==> config.mk <==
export PLATFORM = sky130hd
export DESIGN_NAME = worst_fit_partition_allocator_top
export DESIGN_NICKNAME = d
export VERILOG_FILES = /design/src/rtl/wfpa_pkg.sv /design/src/rtl/worst_fit_partition_allocator_top.sv /design/src/rtl/wfpa_table.sv /design/src/rtl/wfpa_cmp.sv
export SDC_FILE = /design/constraint.sdc
export NUM_CORES = 1
export LEC_CHECK = 0
export BUFFER_PORTS_ARGS = -buffer_cell sky130_fd_sc_hd__buf_2
export CORE_MARGIN = 1.5
export CORE_UTILIZATION = 49
export CTS_CLUSTER_DIAMETER = 80
export CTS_CLUSTER_SIZE = 28
export DETAILED_ROUTE_END_ITERATION = 6
export PLACE_DENSITY = 0.7
export SYNTH_ARGS = -nofsm -noshare
export SYNTH_HDL_FRONTEND = slang
export SYNTH_SLANG_ARGS = --single-unit
==> constraint.sdc <==
create_clock -name i_clk -period 7.96 [get_ports i_clk]
set_input_delay 0.398 -clock i_clk [delete_from_list [all_inputs] [get_ports i_clk]]
set_output_delay 0.398 -clock i_clk [all_outputs]
set_load 0.01 [all_outputs]
==> src/rtl/wfpa_pkg.sv <==
// Package for the worst-fit partition allocator.
// Holds the transaction payload types, status and mode codes and default sizes.
// No dependencies.
package wfpa_pkg;

    localparam int NUM_BLOCKS_DEF = 16;
    localparam int SIZE_WIDTH_DEF = 16;
    localparam int IDX_FIELD_W    = 4;
    localparam int SIZE_FIELD_W   = 16;

    localparam logic MODE_LOAD  = 1'b0;
    localparam logic MODE_ALLOC = 1'b1;

    typedef enum logic [1:0] {
        ST_LOADED    = 2'd0,
        ST_ALLOCATED = 2'd1,
        ST_NO_SPACE  = 2'd2
    } t_status;

    typedef struct packed {
        logic                    mode;
        logic [IDX_FIELD_W-1:0]  block_index;
        logic [SIZE_FIELD_W-1:0] size;
    } t_in;

    typedef struct packed {
        t_status                 status;
        logic [IDX_FIELD_W-1:0]  chosen_block;
        logic [SIZE_FIELD_W-1:0] leftover;
    } t_out;

    typedef struct packed {
        logic load;
        logic clear;
    } t_tbl_ctl;

    typedef struct packed {
        logic clear;
        logic en;
    } t_cmp_ctl;

endpackage

==> src/rtl/worst_fit_partition_allocator_top.sv <==
// Worst-fit partition allocator, top level with the scan sequencer.
// A load transaction returns its result in the cycle after acceptance and busy stays low.
// An allocate transaction scans one block per cycle through the single table read port
// and the shared fit unit, then goes through S_LAST and S_COMMIT; busy is high until
// S_COMMIT ends. Results cannot be stalled by the receiver.
// Reset is synchronous: no block is free, block sizes are undefined until loaded.
module worst_fit_partition_allocator_top import wfpa_pkg::*; #(
    parameter int NUM_BLOCKS = NUM_BLOCKS_DEF,
    parameter int SIZE_WIDTH = SIZE_WIDTH_DEF
) (
    input  logic i_clk,
    input  logic i_rst_n,
    input  logic start,
    output logic busy,
    input  t_in  i_data,
    output logic o_strobe,
    output t_out o_result
);

    localparam int IDX_W = $clog2(NUM_BLOCKS);

    typedef enum logic [3:0] {
        S_IDLE   = 4'b0001,
        S_SCAN   = 4'b0010,
        S_LAST   = 4'b0100,
        S_COMMIT = 4'b1000
    } t_state;

    t_state                r_state, n_state;
    logic [IDX_W-1:0]      r_addr, n_addr;
    logic [IDX_W-1:0]      r_cmp_idx;
    logic                  r_cmp_en, n_cmp_en;
    logic [SIZE_WIDTH-1:0] r_req;
    logic                  r_strobe, n_strobe;
    t_out                  r_result, n_result;

    logic                  accept;
    logic [8:0]            idx_wide;
    logic [31:0]           size_wide;
    logic [SIZE_WIDTH-1:0] in_size;
    logic                  idx_ok;
    t_tbl_ctl              tbl_ctl;
    t_cmp_ctl              cmp_ctl;
    logic [SIZE_WIDTH-1:0] rd_size;
    logic                  rd_free;
    logic                  found;
    logic [IDX_W-1:0]      best;
    logic [SIZE_WIDTH-1:0] best_left;
    logic [8:0]            best_wide;
    logic [31:0]           left_wide;

    always_comb begin
        accept    = start && !busy;
        idx_wide  = 9'(i_data.block_index);
        size_wide = 32'(i_data.size);
        in_size   = size_wide[SIZE_WIDTH-1:0];
        idx_ok    = idx_wide < 9'(NUM_BLOCKS);
        best_wide = 9'(best);
        left_wide = 32'(best_left);

        tbl_ctl.load  = accept && (i_data.mode == MODE_LOAD) && idx_ok;
        tbl_ctl.clear = (r_state == S_COMMIT) && found;
        cmp_ctl.clear = accept && (i_data.mode == MODE_ALLOC);
        cmp_ctl.en    = r_cmp_en;
    end

    always_comb begin
        n_state  = r_state;
        n_addr   = r_addr;
        n_cmp_en = 1'b0;
        n_strobe = 1'b0;
        n_result = r_result;
        case (r_state)
            S_IDLE: begin
                if (accept) begin
                    if (i_data.mode == MODE_LOAD) begin
                        n_strobe = 1'b1;
                        n_result = '{status: ST_LOADED, chosen_block: '0, leftover: '0};
                    end else begin
                        n_addr  = '0;
                        n_state = S_SCAN;
                    end
                end
            end
            S_SCAN: begin
                n_cmp_en = 1'b1;
                n_addr   = r_addr + 1'b1;
                if (r_addr == IDX_W'(NUM_BLOCKS - 1)) begin
                    n_state = S_LAST;
                end
            end
            S_LAST: begin
                n_state = S_COMMIT;
            end
            S_COMMIT: begin
                n_strobe = 1'b1;
                if (found) begin
                    n_result = '{status: ST_ALLOCATED,
                                 chosen_block: best_wide[IDX_FIELD_W-1:0],
                                 leftover: left_wide[SIZE_FIELD_W-1:0]};
                end else begin
                    n_result = '{status: ST_NO_SPACE, chosen_block: '0, leftover: '0};
                end
                n_state = S_IDLE;
            end
            default: begin
                n_state = S_IDLE;
            end
        endcase
    end

    always_ff @(posedge i_clk) begin
        if (!i_rst_n) begin
            r_state  <= S_IDLE;
            r_cmp_en <= 1'b0;
            r_strobe <= 1'b0;
        end else begin
            r_state  <= n_state;
            r_cmp_en <= n_cmp_en;
            r_strobe <= n_strobe;
        end
    end

    always_ff @(posedge i_clk) begin
        r_addr    <= n_addr;
        r_cmp_idx <= r_addr;
        r_result  <= n_result;
        if (accept) begin
            r_req <= in_size;
        end
    end

    wfpa_table #(
        .NUM_BLOCKS(NUM_BLOCKS),
        .SIZE_WIDTH(SIZE_WIDTH)
    ) u_table (
        .i_clk     (i_clk),
        .i_rst_n   (i_rst_n),
        .i_ctl     (tbl_ctl),
        .i_wr_addr (idx_wide[IDX_W-1:0]),
        .i_wr_size (in_size),
        .i_clr_addr(best),
        .i_rd_addr (r_addr),
        .o_rd_size (rd_size),
        .o_rd_free (rd_free)
    );

    wfpa_cmp #(
        .NUM_BLOCKS(NUM_BLOCKS),
        .SIZE_WIDTH(SIZE_WIDTH)
    ) u_cmp (
        .i_clk      (i_clk),
        .i_rst_n    (i_rst_n),
        .i_ctl      (cmp_ctl),
        .i_idx      (r_cmp_idx),
        .i_size     (rd_size),
        .i_free     (rd_free),
        .i_req      (r_req),
        .o_found    (found),
        .o_best     (best),
        .o_best_left(best_left)
    );

    assign busy     = (r_state != S_IDLE);
    assign o_strobe = r_strobe;
    assign o_result = r_result;

endmodule

==> src/rtl/wfpa_table.sv <==
// Partition table: block size memory with a registered read port and free flags.
// Depends on wfpa_pkg for the control struct.
module wfpa_table import wfpa_pkg::*; #(
    parameter int NUM_BLOCKS = NUM_BLOCKS_DEF,
    parameter int SIZE_WIDTH = SIZE_WIDTH_DEF,
    localparam int IDX_W     = $clog2(NUM_BLOCKS)
) (
    input  logic                  i_clk,
    input  logic                  i_rst_n,
    input  t_tbl_ctl              i_ctl,
    input  logic [IDX_W-1:0]      i_wr_addr,
    input  logic [SIZE_WIDTH-1:0] i_wr_size,
    input  logic [IDX_W-1:0]      i_clr_addr,
    input  logic [IDX_W-1:0]      i_rd_addr,
    output logic [SIZE_WIDTH-1:0] o_rd_size,
    output logic                  o_rd_free
);

    logic [SIZE_WIDTH-1:0] r_mem [NUM_BLOCKS];
    logic [NUM_BLOCKS-1:0] r_free;
    logic [SIZE_WIDTH-1:0] r_rd_size;
    logic                  r_rd_free;

    always_ff @(posedge i_clk) begin
        if (i_ctl.load) begin
            r_mem[i_wr_addr] <= i_wr_size;
        end
        r_rd_size <= r_mem[i_rd_addr];
    end

    always_ff @(posedge i_clk) begin
        if (!i_rst_n) begin
            r_free    <= '0;
            r_rd_free <= 1'b0;
        end else begin
            if (i_ctl.load) begin
                r_free[i_wr_addr] <= 1'b1;
            end
            if (i_ctl.clear) begin
                r_free[i_clr_addr] <= 1'b0;
            end
            r_rd_free <= r_free[i_rd_addr];
        end
    end

    assign o_rd_size = r_rd_size;
    assign o_rd_free = r_rd_free;

endmodule

==> src/rtl/wfpa_cmp.sv <==
// Shared fit unit: subtracts the request from one block size per cycle and keeps
// the best candidate so far. Depends on wfpa_pkg for the control struct.
module wfpa_cmp import wfpa_pkg::*; #(
    parameter int NUM_BLOCKS = NUM_BLOCKS_DEF,
    parameter int SIZE_WIDTH = SIZE_WIDTH_DEF,
    localparam int IDX_W     = $clog2(NUM_BLOCKS)
) (
    input  logic                  i_clk,
    input  logic                  i_rst_n,
    input  t_cmp_ctl              i_ctl,
    input  logic [IDX_W-1:0]      i_idx,
    input  logic [SIZE_WIDTH-1:0] i_size,
    input  logic                  i_free,
    input  logic [SIZE_WIDTH-1:0] i_req,
    output logic                  o_found,
    output logic [IDX_W-1:0]      o_best,
    output logic [SIZE_WIDTH-1:0] o_best_left
);

    logic                  r_found;
    logic [IDX_W-1:0]      r_best;
    logic [SIZE_WIDTH-1:0] r_best_left;
    logic [SIZE_WIDTH-1:0] left;
    logic                  fits;
    logic                  better;

    always_comb begin
        left   = i_size - i_req;
        fits   = i_free && (i_size >= i_req);
        better = fits && (!r_found || (left > r_best_left));
    end

    always_ff @(posedge i_clk) begin
        if (!i_rst_n) begin
            r_found <= 1'b0;
        end else if (i_ctl.clear) begin
            r_found <= 1'b0;
        end else if (i_ctl.en && better) begin
            r_found <= 1'b1;
        end
    end

    always_ff @(posedge i_clk) begin
        if (i_ctl.en && better) begin
            r_best      <= i_idx;
            r_best_left <= left;
        end
    end

    assign o_found     = r_found;
    assign o_best      = r_best;
    assign o_best_left = r_best_left;

endmodule
==> flow_summary.toml <==
[place]
placedInstanceArea_um2 = 15300
port_buffers = 47
place_ws_ps = 3910
gp_congestion = 0.794
post-dp-hpwl_um = 17000

[pwr]
powerDensity_nw_per_um2 = 214
clkPwrFrac = 0.295
p_int_mw = 2.65
p_sw_frac = 0.215
peakVddDrop_uv = 132
p_comb_frac = 0.081
p_leak_nw = 5.26
seq_power_share = 0.624
p_sw_uw = 724

[routing]
num_vias = 7088
wirelength_um = 28700
ant_nets = 0
routedWlPerCell_um = 23.5
routed_via_density = 5.80
first_pass_iters = 5
drt_iter0_drc = 614
drc = 0

[finish]
syn2layout_area_growth_pct = 8.93
antenna_cells = 0
finish.utilization = 0.546
fillers = 2218
postLayoutCellArea_um2 = 15800
nets = 887
final_common_cell = "edfxtp_1"
layout-drive-gt1-share = 0.241
mostFrequentLayoutCells = "318 x edfxtp_1, 79 x mux4_2, 47 x buf_2, 44 x dfxtp_1, 41 x inv_1"

[worst_setup_path]
r2r_end = "u_cmp.o_best_left[12]"
slowest_delay_ps = 500
critPathTopFamily = "compound AO/OA/AOI/OAI gates"
timing.critical_path.to_type = "register"
ff2ff_path_depth = 17
regToRegStartpoint = "r_req[0]"
worst-path-buf-inv = 2
path_max_fanout = 20
ff2ff_setup_slack_ps = 3910
path_class = "register to register"
worstPathArrival_ps = 4290
crit_chain = "ha_1 > inv_1 > fa_1 > a211oi_2 > o21bai_1 > a211o_1 > a31oi_1 > o21bai_1 > xor2_1 > ha_1 > nand2_1 > nor2_1 > a2111oi_0 > nor3_1 > a2111oi_0 > nor3_2 > buf_4"
slowest_stage = "a2111oi_0"
worstSetupStartpointType = "register"
crit_required_ps = 8200

[timing]
fin_skew_ps = 14.1
fin_ws_ps = 3910
rsz0062_at_grt = "false"
fmax_mhz = 247
fin_hold_ws_ps = 232
fin_setup_tns_ps = 0
finalHoldViolations = 0
fin_crit_ps = 4050
period_share = 0.509
slew_viol_final = 0
worst_pin_slew_ps = 964
setup_viol = 0
maxSlewHeadroom = 0.357

[yosys]
synth_top_family_by_area = "multiplexers"
yosys.area_share.simple = 0.0487
syn_area_per_cell_um2 = 18.7
synth.mux.area_fraction = 0.134
yosysTopAreaCell = "edfxtp_1"
ys_types = 56
synth-edff-count = 318
ys_ff_latch = 362
async_reset_ff_frac = 0
synth_top_area_share = 0.659
synth_ff_type = "edfxtp_1"
synth.top_cells.by_area = "edfxtp_1 66%, mux4_2 12%, dfxtp_1 6.1%"
synthXorXnorAreaFrac = 0.00664
synthAdderAreaFrac = 0.0299
netlist_instances = 774
synthesis.area_um2 = 14500
synth_compound_area_frac = 0.0401
syn-num-nets = 832
yosysWarnings = 0
ys_seq_area_frac = 0.719

[hold_path]
min_to = "r_state[0]"
min_path_cells = 4
hp-class = "primary input to register"
hold_path_startpoint = "start"

[global_routing]
grtUsageTotal = 0.192
grt_max_degree = 60
grt_pass1_wl_um = 43500
antenna_found_initial = 0
grt-ovfl-total = 0
grt_pass1_vias = 7010

[floorplanning]
ios = 48
design.core.area_um2 = 28900
dieArea_um2 = 30600
start_util = 0.501
die_h_um = 175
die_w_um = 175
rows = 62

[clock_network]
cts-resized-gates = 0
postCtsHoldBufs = 0
cts_root_buf = "clkbuf_16"
clk_latency_ps = 510
htree_levels = 1
cts_tree = "done"
post_cts_buffers = 0
cts_num_sinks = 362
clk_pin_slew_ps = 100
cts_made_buffers = 17
cts_buffer_depth = 3

[status]
status = "finished, final reports clean"

[flow_run]
cap_violations = 0
-- power groups by stage --
| stage | clock [mW] | combinational [mW] | sequential [mW] |
|---|---|---|---|
| floorplan | 0 | 0.185 | 2.15 |
| global placement | 0 | 0.267 | 2.15 |
| detailed placement | 0 | 0.273 | 2.15 |
| CTS | 1.02 | 0.274 | 2.11 |
| global route | 1.08 | 0.306 | 2.11 |
| finish | 0.996 | 0.273 | 2.11 |
-- synthesized netlist by cell type (11+ instances only) --
library cell and instances:
edfxtp_1 318, mux4_2 79, dfxtp_1 44, inv_1 41, ha_1 33, nor2_1 31, nor3_1 29, clkbuf_1 17
nand2_1 16, o221a_2 15, a21oi_1 12, o21ai_0 12, nand3_1 11
-- cell families (layout without fill, tap and decap cells) --
logic type / count (synthesis) / count (layout)
simple gates: 135 / 135
buf+inv: 71 / 136
compound gates: 75 / 75
xor+xnor: 11 / 11
fa+ha+maj: 34 / 34
mux: 86 / 86
flops: 362 / 362
-- routing by layer --
metal	GRT usage	part of all wire
met5	0	0
met4	0.0545	0.026
met3	0.0200	0.046
met2	0.324	0.49
met1	0.267	0.43
-- registers in the layout (all words and copies together) (netlist names) --
name,count
u_cmp.o_found,1
r_cmp_idx,4
o_strobe,1
o_result,22
r_req,16
u_table.r_mem,256
u_table.o_rd_free,1
u_table.r_free,16
r_cmp_en,1
u_table.o_rd_size,16
r_addr,4
u_cmp.o_best,4
u_cmp.o_best_left,16
r_state,4
-- final cells by class --
class                           count  area (um2)  share of cell area
Multi-Input combinational cell    341        3840               0.243
Clock inverter                      4        58.8             0.00372
Inverter                           41         154             0.00974
Tap cell                          384         480              0.0304
Clock buffer                       25         455              0.0288
Timing Repair Buffer               66         378              0.0239
Sequential cell                   362       10400               0.660
-- metrics by stage --
step,power (mW),std cells
finish,3.37,1223
global route,3.49,1223
CTS,3.40,1223
detailed placement,2.42,1194
global placement,2.41,1194
floorplan,2.33,774
-- worst max path at each step --
stage / startpoint / to / slack (ps) / cells past startpoint
4_1_cts: r_req[0] / u_cmp.o_best_left[12] / 3900 / 17
5_1_grt: u_table.o_rd_size[0] / u_cmp.o_best_left[12] / 3350 / 18
2_1_floorplan: u_table.o_rd_size[0] / u_cmp.o_best[0] / 3180 / 16
3_5_place_dp: r_req[0] / u_cmp.o_best[2] / 3910 / 17
3_3_place_gp: u_table.o_rd_size[0] / u_cmp.o_best[0] / 3980 / 18
6_report: r_req[0] / u_cmp.o_best_left[12] / 3910 / 17
-- worst register-to-register path, stage by stage (launching register included) --
cell	delay [ps]
edfxtp_1	350
ha_1	170
inv_1	60
fa_1	430
a211oi_2	230
o21bai_1	130
a211o_1	330
a31oi_1	170
o21bai_1	90
xor2_1	180
ha_1	260
nand2_1	90
nor2_1	50
a2111oi_0	360
nor3_1	100
a2111oi_0	500
nor3_2	60
buf_4	240
Power figures use the tool's default switching activity.
